`config.mk`:
```
export PLATFORM = sky130hd
export DESIGN_NAME = aspect_locked_crop_window_core
export DESIGN_NICKNAME = d
export VERILOG_FILES = /design/src/rtl/core/alcw_pkg.sv /design/src/rtl/core/aspect_locked_crop_window_core.sv
export SDC_FILE = /design/constraint.sdc
export NUM_CORES = 2
export LEC_CHECK = 0
export ABC_AREA = 1
export BUFFER_PORTS_ARGS = -buffer_cell sky130_fd_sc_hd__buf_2
export CORE_MARGIN = 1
export CORE_UTILIZATION = 55
export DETAILED_ROUTE_END_ITERATION = 10
export GPL_TIMING_DRIVEN = 1
export PLACE_DENSITY = 0.72
export SYNTH_ARGS = -nofsm -noshare
export SYNTH_HDL_FRONTEND = slang
export SYNTH_SLANG_ARGS = --single-unit
export TNS_END_PERCENT = 1
```
`constraint.sdc`:
```
create_clock -name clock -period 8 [get_ports clock]
set_input_delay 1.2 -clock clock [delete_from_list [all_inputs] [get_ports clock]]
set_output_delay 1.2 -clock clock [all_outputs]
set_load 0.03 [all_outputs]
```
`src/rtl/core/alcw_pkg.sv`:
```
// Shared types and constants for the aspect-locked crop window core.
// Depends on nothing; used by aspect_locked_crop_window_core.
package alcw_pkg;

   localparam int MIN_SIZE_DEF = 16;     // smallest side a scale may leave
   localparam int DIM_MAX      = 16384;  // largest usable image side
   localparam int EDGE_MAX     = 16383;  // largest left or top edge
   localparam int DIV_BITS     = 28;     // dividend width of the rounding divider

   localparam int CSR_AW = 4;

   typedef enum logic [1:0] {
      CSR_IMAGE_WIDTH  = 2'd0,
      CSR_IMAGE_HEIGHT = 2'd1,
      CSR_RATIO_WIDTH  = 2'd2,
      CSR_RATIO_HEIGHT = 2'd3
   } csr_index_type;

   // CMD_INIT doubles as "no previous action" in the repeat record.
   typedef enum logic [2:0] {
      CMD_INIT   = 3'd0,
      CMD_GROW   = 3'd1,
      CMD_SHRINK = 3'd2,
      CMD_LEFT   = 3'd3,
      CMD_DOWN   = 3'd4,
      CMD_UP     = 3'd5,
      CMD_RIGHT  = 3'd6,
      CMD_REPEAT = 3'd7
   } cmd_type;

   typedef enum logic [3:0] {
      ST_IDLE,
      ST_DECODE,
      ST_MUL1,
      ST_MUL2,
      ST_MUL3,
      ST_PREP,
      ST_DIV,
      ST_APPLY,
      ST_DONE
   } state_type;

endpackage

```
`src/rtl/core/aspect_locked_crop_window_core.sv`:
```
// Aspect-locked crop window: command sequencer with one shared multiplier
// and a bit-serial rounding divider. Depends on alcw_pkg.
//
//  channel | direction | beat contents
//  req_    | in        | tdata: step[13:0]; tuser: req_type[2:0]
//  rsp_    | out       | tdata: win_x, win_y, win_width, win_height; tuser: refused
//  csr_    | in/out    | APB registers at 0x0, 0x4, 0x8, 0xC
//
// An init, a grow or a shrink runs the 28-step restoring divider; a scale
// refused on its height still runs the whole divider. Moves skip the divider,
// and a repeat with no record or a scale refused on its width goes from decode
// straight to done. req_tready is high only while the
// sequencer is idle. A finished window waits in the output register, and the
// next command may start meanwhile but holds its result until the output
// register is free. Reset is synchronous and restores the register
// defaults and a 0x0 window at the origin.
module aspect_locked_crop_window_core #(
   parameter int MIN_SIZE = alcw_pkg::MIN_SIZE_DEF
) (
   input  logic                        clock,
   input  logic                        reset,
   input  logic                        req_tvalid,
   output logic                        req_tready,
   input  logic [15:0]                 req_tdata,   // step[13:0], zero pad
   input  logic [2:0]                  req_tuser,   // req_type[2:0]
   output logic                        rsp_tvalid,
   input  logic                        rsp_tready,
   // win_x[13:0], win_y[27:14], win_width[42:28], win_height[57:43], zero pad
   output logic [63:0]                 rsp_tdata,
   output logic [0:0]                  rsp_tuser,   // refused[0]
   input  logic                        csr_psel,
   input  logic                        csr_penable,
   input  logic                        csr_pwrite,
   input  logic [alcw_pkg::CSR_AW-1:0] csr_paddr,
   input  logic [31:0]                 csr_pwdata,
   output logic [31:0]                 csr_prdata,
   output logic                        csr_pready
);

   localparam logic [15:0] MinSize  = 16'(MIN_SIZE);
   localparam logic [14:0] DimMax   = 15'(alcw_pkg::DIM_MAX);
   localparam int          DB       = alcw_pkg::DIV_BITS;
   localparam logic [4:0]  DivLast  = 5'(alcw_pkg::DIV_BITS - 1);

   // Configuration registers.
   logic [14:0] image_width_ff, image_height_ff;
   logic [11:0] ratio_width_ff, ratio_height_ff;

   // Window state and repeat record.
   logic [13:0] cur_x_ff, cur_y_ff;
   logic [14:0] cur_width_ff, cur_height_ff;
   alcw_pkg::cmd_type prev_kind_ff;
   logic [13:0] prev_step_ff;

   // Command in flight.
   alcw_pkg::state_type state_ff, state_in;
   alcw_pkg::cmd_type op_kind_ff;
   logic [13:0] op_step_ff;
   logic        refused_ff;
   logic        pin_height_ff;

   // Shared arithmetic.
   logic [14:0] a_ff;
   logic [11:0] b_ff, c_ff;
   logic [26:0] prod_ff;
   logic [DB-1:0] quo_ff;
   logic [12:0] rem_ff, den_ff;
   logic [4:0]  cnt_ff;

   // Output register.
   logic        rsp_tvalid_ff;
   logic [63:0] rsp_tdata_ff;
   logic        rsp_refused_ff;

   logic [14:0] iw, ih;
   logic [11:0] aw, ah;
   logic [14:0] mul_a;
   logic [11:0] mul_b;
   logic [26:0] mul_p;
   logic [15:0] new_width;
   logic        scale_reject, nh_reject;
   logic [13:0] rem_shift;
   logic        csr_write, req_accept, rsp_load, out_free;
   alcw_pkg::cmd_type req_kind;
   logic [14:0] init_w, init_h;
   logic signed [17:0] pos_x, pos_y;
   logic [13:0] clamp_x, clamp_y;
   logic [14:0] size_x, size_y;

   // Keeps a window edge inside [0, lim - sz] and below the edge limit.
   function automatic logic [13:0] clamp_edge(input logic signed [17:0] pos,
                                              input logic [14:0] sz,
                                              input logic [14:0] lim);
      logic signed [17:0] hi;
      logic signed [17:0] p;
      hi = signed'({3'b000, lim}) - signed'({3'b000, sz});
      p  = (pos < 0) ? 18'sd0 : pos;
      if (p > hi) begin
         p = hi;
      end
      if (p < 0) begin
         p = 18'sd0;
      end
      if (p > 18'sd16383) begin
         p = 18'sd16383;
      end
      return p[13:0];
   endfunction

   // Effective image sides and ratio terms.
   always_comb begin
      iw = (image_width_ff == 15'd0) ? 15'd1 :
           (image_width_ff > DimMax) ? DimMax : image_width_ff;
      ih = (image_height_ff == 15'd0) ? 15'd1 :
           (image_height_ff > DimMax) ? DimMax : image_height_ff;
      aw = (ratio_width_ff == 12'd0) ? 12'd1 : ratio_width_ff;
      ah = (ratio_height_ff == 12'd0) ? 12'd1 : ratio_height_ff;
   end

   // The one multiplier, shared by the ratio compare and the numerator.
   always_comb begin
      unique case (state_ff)
         alcw_pkg::ST_MUL1: begin
            mul_a = iw;
            mul_b = ah;
         end
         alcw_pkg::ST_MUL2: begin
            mul_a = ih;
            mul_b = aw;
         end
         default: begin
            mul_a = a_ff;
            mul_b = b_ff;
         end
      endcase
      mul_p = 27'(mul_a) * 27'(mul_b);
   end

   assign req_kind = alcw_pkg::cmd_type'(req_tuser);

   // Width change of a scale, refused early when out of range, and the later height check on the quotient.
   always_comb begin
      if (op_kind_ff == alcw_pkg::CMD_GROW) begin
         new_width = {1'b0, cur_width_ff} + {2'b00, op_step_ff};
      end else begin
         new_width = {1'b0, cur_width_ff} - {2'b00, op_step_ff};
      end
      scale_reject = (op_kind_ff == alcw_pkg::CMD_SHRINK && op_step_ff > cur_width_ff[13:0]
                      && cur_width_ff[14] == 1'b0)
                     || new_width < MinSize || new_width > {1'b0, iw};
      nh_reject = quo_ff < DB'(MinSize) || quo_ff > DB'(ih);
   end

   assign rem_shift = {rem_ff, quo_ff[DB-1]};

   // Window derived by init from the quotient.
   always_comb begin
      if (pin_height_ff) begin
         init_h = ih;
         init_w = (quo_ff > DB'(iw)) ? iw : quo_ff[14:0];
      end else begin
         init_w = iw;
         init_h = (quo_ff > DB'(ih)) ? ih : quo_ff[14:0];
      end
   end

   // Edge positions before clamping, for moves and scales.
   always_comb begin
      pos_x  = signed'({4'b0000, cur_x_ff});
      pos_y  = signed'({4'b0000, cur_y_ff});
      size_x = cur_width_ff;
      size_y = cur_height_ff;
      case (op_kind_ff)
         alcw_pkg::CMD_LEFT:  pos_x = pos_x - signed'({4'b0000, op_step_ff});
         alcw_pkg::CMD_RIGHT: pos_x = pos_x + signed'({4'b0000, op_step_ff});
         alcw_pkg::CMD_UP:    pos_y = pos_y - signed'({4'b0000, op_step_ff});
         alcw_pkg::CMD_DOWN:  pos_y = pos_y + signed'({4'b0000, op_step_ff});
         alcw_pkg::CMD_GROW, alcw_pkg::CMD_SHRINK: begin
            // Keep the centre: old edge plus half the old size, less half the new.
            pos_x = pos_x + signed'({4'b0000, cur_width_ff[14:1]})
                    - signed'({4'b0000, a_ff[14:1]});
            pos_y = pos_y + signed'({4'b0000, cur_height_ff[14:1]})
                    - signed'({4'b0000, quo_ff[14:1]});
            size_x = a_ff;
            size_y = quo_ff[14:0];
         end
         default: begin
         end
      endcase
      clamp_x = clamp_edge(pos_x, size_x, iw);
      clamp_y = clamp_edge(pos_y, size_y, ih);
   end

   // Next state.
   always_comb begin
      state_in = state_ff;
      unique case (state_ff)
         alcw_pkg::ST_IDLE: begin
            if (req_tvalid) begin
               state_in = alcw_pkg::ST_DECODE;
            end
         end
         alcw_pkg::ST_DECODE: begin
            if (refused_ff) begin
               state_in = alcw_pkg::ST_DONE;
            end else begin
               case (op_kind_ff)
                  alcw_pkg::CMD_INIT: state_in = alcw_pkg::ST_MUL1;
                  alcw_pkg::CMD_GROW, alcw_pkg::CMD_SHRINK:
                     state_in = scale_reject ? alcw_pkg::ST_DONE : alcw_pkg::ST_MUL3;
                  default: state_in = alcw_pkg::ST_APPLY;
               endcase
            end
         end
         alcw_pkg::ST_MUL1: state_in = alcw_pkg::ST_MUL2;
         alcw_pkg::ST_MUL2: state_in = alcw_pkg::ST_MUL3;
         alcw_pkg::ST_MUL3: state_in = alcw_pkg::ST_PREP;
         alcw_pkg::ST_PREP: state_in = alcw_pkg::ST_DIV;
         alcw_pkg::ST_DIV: begin
            if (cnt_ff == DivLast) begin
               state_in = alcw_pkg::ST_APPLY;
            end
         end
         alcw_pkg::ST_APPLY: state_in = alcw_pkg::ST_DONE;
         alcw_pkg::ST_DONE: begin
            if (out_free) begin
               state_in = alcw_pkg::ST_IDLE;
            end
         end
         default: state_in = alcw_pkg::ST_IDLE;
      endcase
   end

   // Handshake strobes.
   always_comb begin
      out_free   = !rsp_tvalid_ff || rsp_tready;
      req_tready = (state_ff == alcw_pkg::ST_IDLE);
      req_accept = req_tvalid && req_tready;
      rsp_load   = (state_ff == alcw_pkg::ST_DONE) && out_free;
      csr_write  = csr_psel && csr_penable && csr_pwrite;
   end

   always_ff @(posedge clock) begin
      if (reset) begin
         state_ff        <= alcw_pkg::ST_IDLE;
         image_width_ff  <= 15'd1920;
         image_height_ff <= 15'd1080;
         ratio_width_ff  <= 12'd16;
         ratio_height_ff <= 12'd9;
         cur_x_ff        <= '0;
         cur_y_ff        <= '0;
         cur_width_ff    <= '0;
         cur_height_ff   <= '0;
         prev_kind_ff    <= alcw_pkg::CMD_INIT;
         prev_step_ff    <= '0;
         rsp_tvalid_ff   <= 1'b0;
      end else begin
         state_ff <= state_in;

         if (csr_write) begin
            unique case (alcw_pkg::csr_index_type'(csr_paddr[3:2]))
               alcw_pkg::CSR_IMAGE_WIDTH:  image_width_ff  <= csr_pwdata[14:0];
               alcw_pkg::CSR_IMAGE_HEIGHT: image_height_ff <= csr_pwdata[14:0];
               alcw_pkg::CSR_RATIO_WIDTH:  ratio_width_ff  <= csr_pwdata[11:0];
               alcw_pkg::CSR_RATIO_HEIGHT: ratio_height_ff <= csr_pwdata[11:0];
               default: begin
               end
            endcase
         end

         // Moves and scales are recorded even when refused.
         if (req_accept && req_kind != alcw_pkg::CMD_INIT
             && req_kind != alcw_pkg::CMD_REPEAT) begin
            prev_kind_ff <= req_kind;
            prev_step_ff <= req_tdata[13:0];
         end

         if (state_ff == alcw_pkg::ST_APPLY) begin
            case (op_kind_ff)
               alcw_pkg::CMD_INIT: begin
                  cur_width_ff  <= init_w;
                  cur_height_ff <= init_h;
                  cur_x_ff      <= 14'((iw - init_w) >> 1);
                  cur_y_ff      <= 14'((ih - init_h) >> 1);
               end
               alcw_pkg::CMD_GROW, alcw_pkg::CMD_SHRINK: begin
                  if (!nh_reject) begin
                     cur_width_ff  <= a_ff;
                     cur_height_ff <= quo_ff[14:0];
                     cur_x_ff      <= clamp_x;
                     cur_y_ff      <= clamp_y;
                  end
               end
               default: begin
                  cur_x_ff <= clamp_x;
                  cur_y_ff <= clamp_y;
               end
            endcase
         end

         if (rsp_load) begin
            rsp_tvalid_ff <= 1'b1;
         end else if (rsp_tready) begin
            rsp_tvalid_ff <= 1'b0;
         end
      end
   end

   // Datapath registers without reset.
   always_ff @(posedge clock) begin
      case (state_ff)
         alcw_pkg::ST_IDLE: begin
            if (req_accept) begin
               // A repeat takes over the recorded command; with none it is refused.
               if (req_kind == alcw_pkg::CMD_REPEAT) begin
                  op_kind_ff <= prev_kind_ff;
                  op_step_ff <= prev_step_ff;
                  refused_ff <= (prev_kind_ff == alcw_pkg::CMD_INIT);
               end else begin
                  op_kind_ff <= req_kind;
                  op_step_ff <= req_tdata[13:0];
                  refused_ff <= 1'b0;
               end
            end
         end
         alcw_pkg::ST_DECODE: begin
            if ((op_kind_ff == alcw_pkg::CMD_GROW || op_kind_ff == alcw_pkg::CMD_SHRINK)
                && scale_reject) begin
               refused_ff <= 1'b1;
            end
            a_ff <= new_width[14:0];
            b_ff <= ah;
            c_ff <= aw;
         end
         alcw_pkg::ST_MUL1: prod_ff <= mul_p;
         alcw_pkg::ST_MUL2: begin
            // Wider image than the ratio: the height is pinned to the image.
            if (prod_ff > mul_p) begin
               pin_height_ff <= 1'b1;
               a_ff <= ih;
               b_ff <= aw;
               c_ff <= ah;
            end else begin
               pin_height_ff <= 1'b0;
               a_ff <= iw;
               b_ff <= ah;
               c_ff <= aw;
            end
         end
         alcw_pkg::ST_MUL3: prod_ff <= mul_p;
         alcw_pkg::ST_PREP: begin
            // Half-up rounding: (2ab + c) / 2c.
            quo_ff <= {prod_ff, 1'b0} + DB'(c_ff);
            den_ff <= {c_ff, 1'b0};
            rem_ff <= '0;
            cnt_ff <= '0;
         end
         alcw_pkg::ST_DIV: begin
            if (rem_shift >= {1'b0, den_ff}) begin
               rem_ff <= 13'(rem_shift - {1'b0, den_ff});
               quo_ff <= {quo_ff[DB-2:0], 1'b1};
            end else begin
               rem_ff <= rem_shift[12:0];
               quo_ff <= {quo_ff[DB-2:0], 1'b0};
            end
            cnt_ff <= cnt_ff + 5'd1;
         end
         alcw_pkg::ST_APPLY: begin
            if ((op_kind_ff == alcw_pkg::CMD_GROW || op_kind_ff == alcw_pkg::CMD_SHRINK)
                && nh_reject) begin
               refused_ff <= 1'b1;
            end
         end
         default: begin
         end
      endcase

      if (rsp_load) begin
         rsp_tdata_ff   <= {6'b000000, cur_height_ff, cur_width_ff, cur_y_ff, cur_x_ff};
         rsp_refused_ff <= refused_ff;
      end
   end

   // Register read-back.
   always_comb begin
      unique case (alcw_pkg::csr_index_type'(csr_paddr[3:2]))
         alcw_pkg::CSR_IMAGE_WIDTH:  csr_prdata = {17'd0, image_width_ff};
         alcw_pkg::CSR_IMAGE_HEIGHT: csr_prdata = {17'd0, image_height_ff};
         alcw_pkg::CSR_RATIO_WIDTH:  csr_prdata = {20'd0, ratio_width_ff};
         alcw_pkg::CSR_RATIO_HEIGHT: csr_prdata = {20'd0, ratio_height_ff};
         default:                    csr_prdata = '0;
      endcase
   end

   assign csr_pready = 1'b1;
   assign rsp_tvalid = rsp_tvalid_ff;
   assign rsp_tdata  = rsp_tdata_ff;
   assign rsp_tuser  = rsp_refused_ff;

endmodule
```
; Word-level counts from Yosys, hierarchy flattened
; Index checks and enable logic that the tools add are counted.
[word_totals]
elab_cells = 193
in_bits = 62
ff_bits = 336
[classes]
reduce_logical = 41
bitwise_logic = 1
n_eq_ne = 27
n_mul = 1
muxes = 62
order_cmp = 18
add_sub_neg = 17
[ops]
columns = cell, count
row1 = two-way mux 15 bit, 13
row2 = case mux 32 bit (4 select lines), 1
row3 = case mux 15 bit (2 select lines), 4
row4 = two-way mux 18 bit, 6
row5 = case mux 18 bit (3 select lines), 2
row6 = "< comparator 18 x 1 -> 1 bit, second input constant", 4
row7 = case mux 12 bit (2 select lines), 3
row8 = two-way mux 14 bit, 5
row9 = adder 14 x 14 -> 15 bit, 4
row10 = greater-than comparator 28 x 15 -> 1 bit, 2
row11 = case mux 14 bit (2 select lines), 2
row12 = case mux 28 bit (2 select lines), 1
row13 = two-way mux 12 bit, 4
row14 = subtractor 15 x 14 -> 16 bit, 3
row15 = "greater-than comparator 18 x 15 -> 1 bit, second input constant", 2
row16 = greater-than comparator 18 x 16 -> 1 bit, 2
row17 = case mux 4 bit (9 select lines), 1
row18 = subtractor 15 x 15 -> 16 bit, 2
row19 = "greater-than comparator 15 bit, second input constant", 2
row20 = zero test 15 bit, 2
row21 = subtractor 14 x 14 -> 15 bit, 2
row22 = subtractor 15 bit, 2
row23 = adder 28 x 12 -> 28 bit, 1
row24 = "< comparator 28 x 5 -> 1 bit, second input constant", 1
row25 = 45 further kinds, 96

; Depth between registers and ports, before layout
[depth]
word_depth = 13
ltp_mapped = 51
ltp_nobuf = 48

; Least setup slack after synthesis
; Ideal clock, no wire load.
[synth_timing]
path_type = reg-to-reg
startpoint = register image_height_ff[5]
endpoint = register b_ff[2], data pin
period_less_slack_ns = 7.717
path_buffers = 4
arrival_ns = 7.453
path_stages_with_launch = 45
required_time_ns = 7.736
path_slack_ns = 0.283
cell_sequence = dfxtp_1 -> inv_1 -> nand4_1 -> nor3_1 -> nand2_1 -> nand2_1 -> inv_2 -> buf_6 -> nor2_1 -> inv_1 -> o221ai_1 -> buf_2 -> nand2_1 -> fa_1 -> fa_1 -> inv_1 -> fa_1 -> fa_1 -> (+9 left out) -> o21ai_0 -> nand3_1 -> nand2_1 -> nand3_1 -> nand2_1 -> xnor2_1 -> ha_1 -> nand4_1 -> nor2_1 -> inv_1 -> nor4_1 -> nand4_1 -> nand2_1 -> nor2_1 -> buf_2 -> buf_4 -> nand2_1 -> o21ai_0
[synth_via]
elab_chain_len = 8
elab_cells_between_ends = 9
cone_classes = mul: 1 / order compare: 2 / mux: 5 / reduce/logical: 1
[synth_lines]
columns = element, line_no
row1 = "start, declared", aspect_locked_crop_window_core.sv:46  ; logic [14:0] image_width_ff, image_height_ff;
row2 = "start signal, assigned", aspect_locked_crop_window_core.sv:263  ; alcw_pkg::CSR_IMAGE_HEIGHT: image_height_ff <= csr_pwdata[14:0];
row3 = greater-than comparator 15 bit, aspect_locked_crop_window_core.sv:115  ; (image_height_ff > DimMax) ? DimMax : image_height_ff;
row4 = two-way mux 15 bit, aspect_locked_crop_window_core.sv:115
row5 = two-way mux 15 bit (*), aspect_locked_crop_window_core.sv:114  ; ih = (image_height_ff == 15'd0) ? 15'd1 :
row6 = case mux 15 bit (2 select lines) (*), aspect_locked_crop_window_core.sv:122  ; unique case (state_ff)
row7 = multiplier 15 x 12 -> 27 bit (*), aspect_locked_crop_window_core.sv:136  ; mul_p = 27'(mul_a) * 27'(mul_b);
row8 = greater-than comparator 27 bit (*), aspect_locked_crop_window_core.sv:338  ; if (prod_ff > mul_p) begin
row9 = two-way mux 12 bit (*), aspect_locked_crop_window_core.sv:338
row10 = case mux 12 bit (2 select lines) (*), aspect_locked_crop_window_core.sv:311  ; case (state_ff)
row11 = "end signal, assigned", aspect_locked_crop_window_core.sv:332  ; b_ff <= ah;
row12 = "end signal, assigned", aspect_locked_crop_window_core.sv:341  ; b_ff <= aw;
row13 = "end signal, assigned", aspect_locked_crop_window_core.sv:346  ; b_ff <= ah;
row14 = "end, declared", aspect_locked_crop_window_core.sv:64  ; logic [11:0] b_ff, c_ff;
; Every way passes the cells marked *; elsewhere a longest branch is shown, timed or not.
; A chain may end at the register's enable or synchronous reset.

; Final worst setup path
[layout_timing]
startpoint = register state_ff[3]
endpoint = register b_ff[5], data pin
[layout_via]
elab_chain_len = 6
elab_cells_between_ends = 9
cone_classes = mul: 1 / order compare: 1 / eq/ne: 3 / mux: 4
[layout_lines]
columns = element, line_no
row1 = "start, declared", aspect_locked_crop_window_core.sv:56  ; alcw_pkg::state_type state_ff, state_in;
row2 = "start signal, assigned", aspect_locked_crop_window_core.sv:245  ; state_ff <= alcw_pkg::ST_IDLE;
row3 = "start signal, assigned", aspect_locked_crop_window_core.sv:258  ; state_ff <= state_in;
row4 = == test 4 x 2 -> 1 bit, aspect_locked_crop_window_core.sv:122
row5 = case mux 15 bit (2 select lines) or case mux 12 bit (2 select lines) (tied branches), aspect_locked_crop_window_core.sv:122
row6 = multiplier 15 x 12 -> 27 bit (*), aspect_locked_crop_window_core.sv:136
row7 = via mul_p[25], aspect_locked_crop_window_core.sv:79  ; logic [26:0] mul_p;
row8 = greater-than comparator 27 bit (*), aspect_locked_crop_window_core.sv:338
row9 = two-way mux 12 bit (*), aspect_locked_crop_window_core.sv:338
row10 = case mux 12 bit (2 select lines) (*), aspect_locked_crop_window_core.sv:311
; The timed path passes the listed nets; every way through them passes the cells marked *.

==> qor.csv <==
metric;value;unit
fp-row-count;92;
gp_congestion;1.05;
tightest_slew;1.23;ns
worstHoldPathCells;0;
start_util;55.9;%
synth_area;0.0355;mm²
grt_pass1_wl;190;mm
drv_cap;0;
areaGrowthSynthToFinish;17.3;%
core_area;0.0634;mm²
m1WireLength;50.8;mm
grt_usage;37.6;%
fin_ws;-0.0268;ns
wire_per_inst;20.4;µm
h-tree-depth;2;
drt_iter0_drc;3599;
grt.overflow.total;0;
crit_path_top_delay_cell;fa_1;
maxSlewViolCount;0;
antenna_found_initial;1;
die-height;256;µm
synth_edf_count;202;
violations;negative setup slack;
remaining_drc_errors;0;
synthFlopType;edfxtp_1;
routed_wirelength;126;mm
worstSetupEndpointType;flop;
synth_cell_types;68;
multi_input_area;0.0236;mm²
required;8.37;ns
synthTopCellsByArea;edfxtp_1 17%, ha_1 13%, nand2_1 11%;
clk_pin_slew;0.06;ns
place_ws;-0.564;ns
synth_seq_cells;336;
timing.fmax;0.125;GHz
critPathArrivalTime;8.40;ns
dr_wl_met3;10.7;mm
ys_async_sr_fraction;0;%
clock_skew;0.0869;ns
fin_util;65.6;%
die_w;256;µm
grt_pass1_vias;33200;
reg2regPathDepth;48;
cts.path.max_buffers;3;
hpwl;100;mm
max_slew_margin;17.9;%
grt_max_degree;88;
fin_setup_tns;-0.0718;ns
num_vias;35400;
wl_met2;56.8;mm
fin_cells;6197;
antenna_left;0;
io_pins;162;
n_fill_cell;5660;
clk_latency;0.63;ns
placed_cells;6094;
regArea;0.00875;mm²
outcome;finished with violations;
cts-root-buf;clkbuf_16;
cts_buffers;42;
hold_viol;0;
cp_max_fo;7;
avgSynthCellArea;7.17;µm²
cp_slowest_stage_delay;0.56;ns
cts_sinks;336;
yosys.area.top_type_share;17.1;%
layout.nets;5912;
yosysWarnings;0;
yosysMostFrequentCell;nand2_1;
min_period_over_period;100;%
hold_class;flop to flop;
syn_inst;4946;
drive_gt1_share;14.6;%
highest_layer;met4;
cp-start-kind;flop;
first_pass_iters;7;
viasPerCell;5.71;
yosys.area.top_type;edfxtp_1;
rsz0062_at_grt;true;
synth_commonest_cells;1065 x nand2_1, 839 x inv_1, 411 x a21oi_1, 384 x o21ai_0, 381 x nor2_1;
dieArea;0.0655;mm²
fin_crit;8.03;ns
io_buffers;116;
yosysSeqAreaShare;24.7;%
cts_tree;done;
finalSetupViolations;7;
crit_type;flop to flop;
## registers in the layout (all words and copies together) (netlist names), 4 cells and up
signal	flops
quo_ff	28
op_step_ff	14
rem_ff	13
rsp_tdata	58
cur_x_ff	14
cur_y_ff	14
den_ff	12
ratio_height_ff	12
a_ff	15
image_height_ff	15
ratio_width_ff	12
cur_height_ff	15
cnt_ff	5
prev_step_ff	14
prod_ff	27
state_ff	4
c_ff	12
b_ff	12
cur_width_ff	15
image_width_ff	15
## repair_timing
item / 4_1_cts / 5_1_grt
gates resized for setup: 70 / 172
pin swaps: 26 / 81
gates cloned: 1 / 5
hold buffers: 0 / 0
endpoints found under the setup margin: 40 / 40
buffers inserted: 8 / 13
## kinds of logic after synthesis
logic type                 share of synthesized area [%]
buffers and inverters                               11.5
and+or+nand+nor                                     23.2
adders and majority gates                           22.4
other                                             0.0212
xor gates and xnor gates                            2.57
DFF                                                 24.7
AOI/OAI and AO/OA                                   15.6
## path summary, 6_finish.rpt
| check | to | slack [ns] | startpoint |
|---|---|---|---|
| setup / recovery | b_ff[5] | -0.03 | state_ff[3] |
| hold reg to reg | rsp_tdata[53] | 0.44 | cur_height_ff[10] |
| setup reg to reg | b_ff[5] | -0.03 | state_ff[3] |
| hold / removal | rsp_tdata[53] | 0.44 | cur_height_ff[10] |
## area by class of cell
type | count | area share, %
Antenna cell | 1 | 0.00602
Clock buffer | 57 | 2.89
Sequential cell | 336 | 21.1
Clock inverter | 21 | 0.545
Multi-Input combinational cell | 3604 | 56.7
Tap cell | 846 | 2.55
Timing Repair Buffer | 460 | 8.34
Inverter | 872 | 7.96
## per-layer routing
layer / GRT usage (%) / up-vias
met5: 0 / -
met4: 22.1 / 0
met3: 5.54 / 347
met2: 59.8 / 1633
met1: 48.8 / 16500
li1: - / 16900
## through the flow
step	hold WS (ns)	area, µm²
3_5_place_dp	0.418	38900
3_3_place_gp	0.413	38900
6_report	0.435	41600
4_1_cts	0.431	40800
2_1_floorplan	0.408	35500
5_1_grt	0.442	41600
## critical path, delay by kind of cell (launching register included)
kind,cells,cell delay [ns]
buffers and inverters,17,1.81
AND/OR/NAND/NOR,17,1.55
XOR/XNOR,1,0.19
adder cells (fa/ha/maj),7,3.17
flip-flops,1,0.32
AO/OA/AOI/OAI,6,0.70
## cells in the final DEF (no fill, tap or decap), types with 19 or more instances in the layout
cell type / instances
nand2_1: 1026
inv_1: 808
a21oi_1: 406
o21ai_0: 371
ha_1: 346
nor2_1: 345
buf_4: 306
nand3_1: 275
edfxtp_1: 202
fa_1: 158
dfxtp_1: 130
buf_2: 116
nand4_1: 75
xor2_1: 67
nor3_1: 65
inv_2: 49
clkbuf_16: 47
nand2_2: 40
xnor2_1: 36
o211ai_1: 29
nor2_2: 27
o21ai_1: 26
conb_1: 24
o21a_1: 23
buf_6: 21
a31oi_1: 20
o21bai_1: 20
ha_4: 19
Power is left out: the tool's default activity adds up to more than one toggle a clock period on the data nets, which glitch-free logic cannot reach.
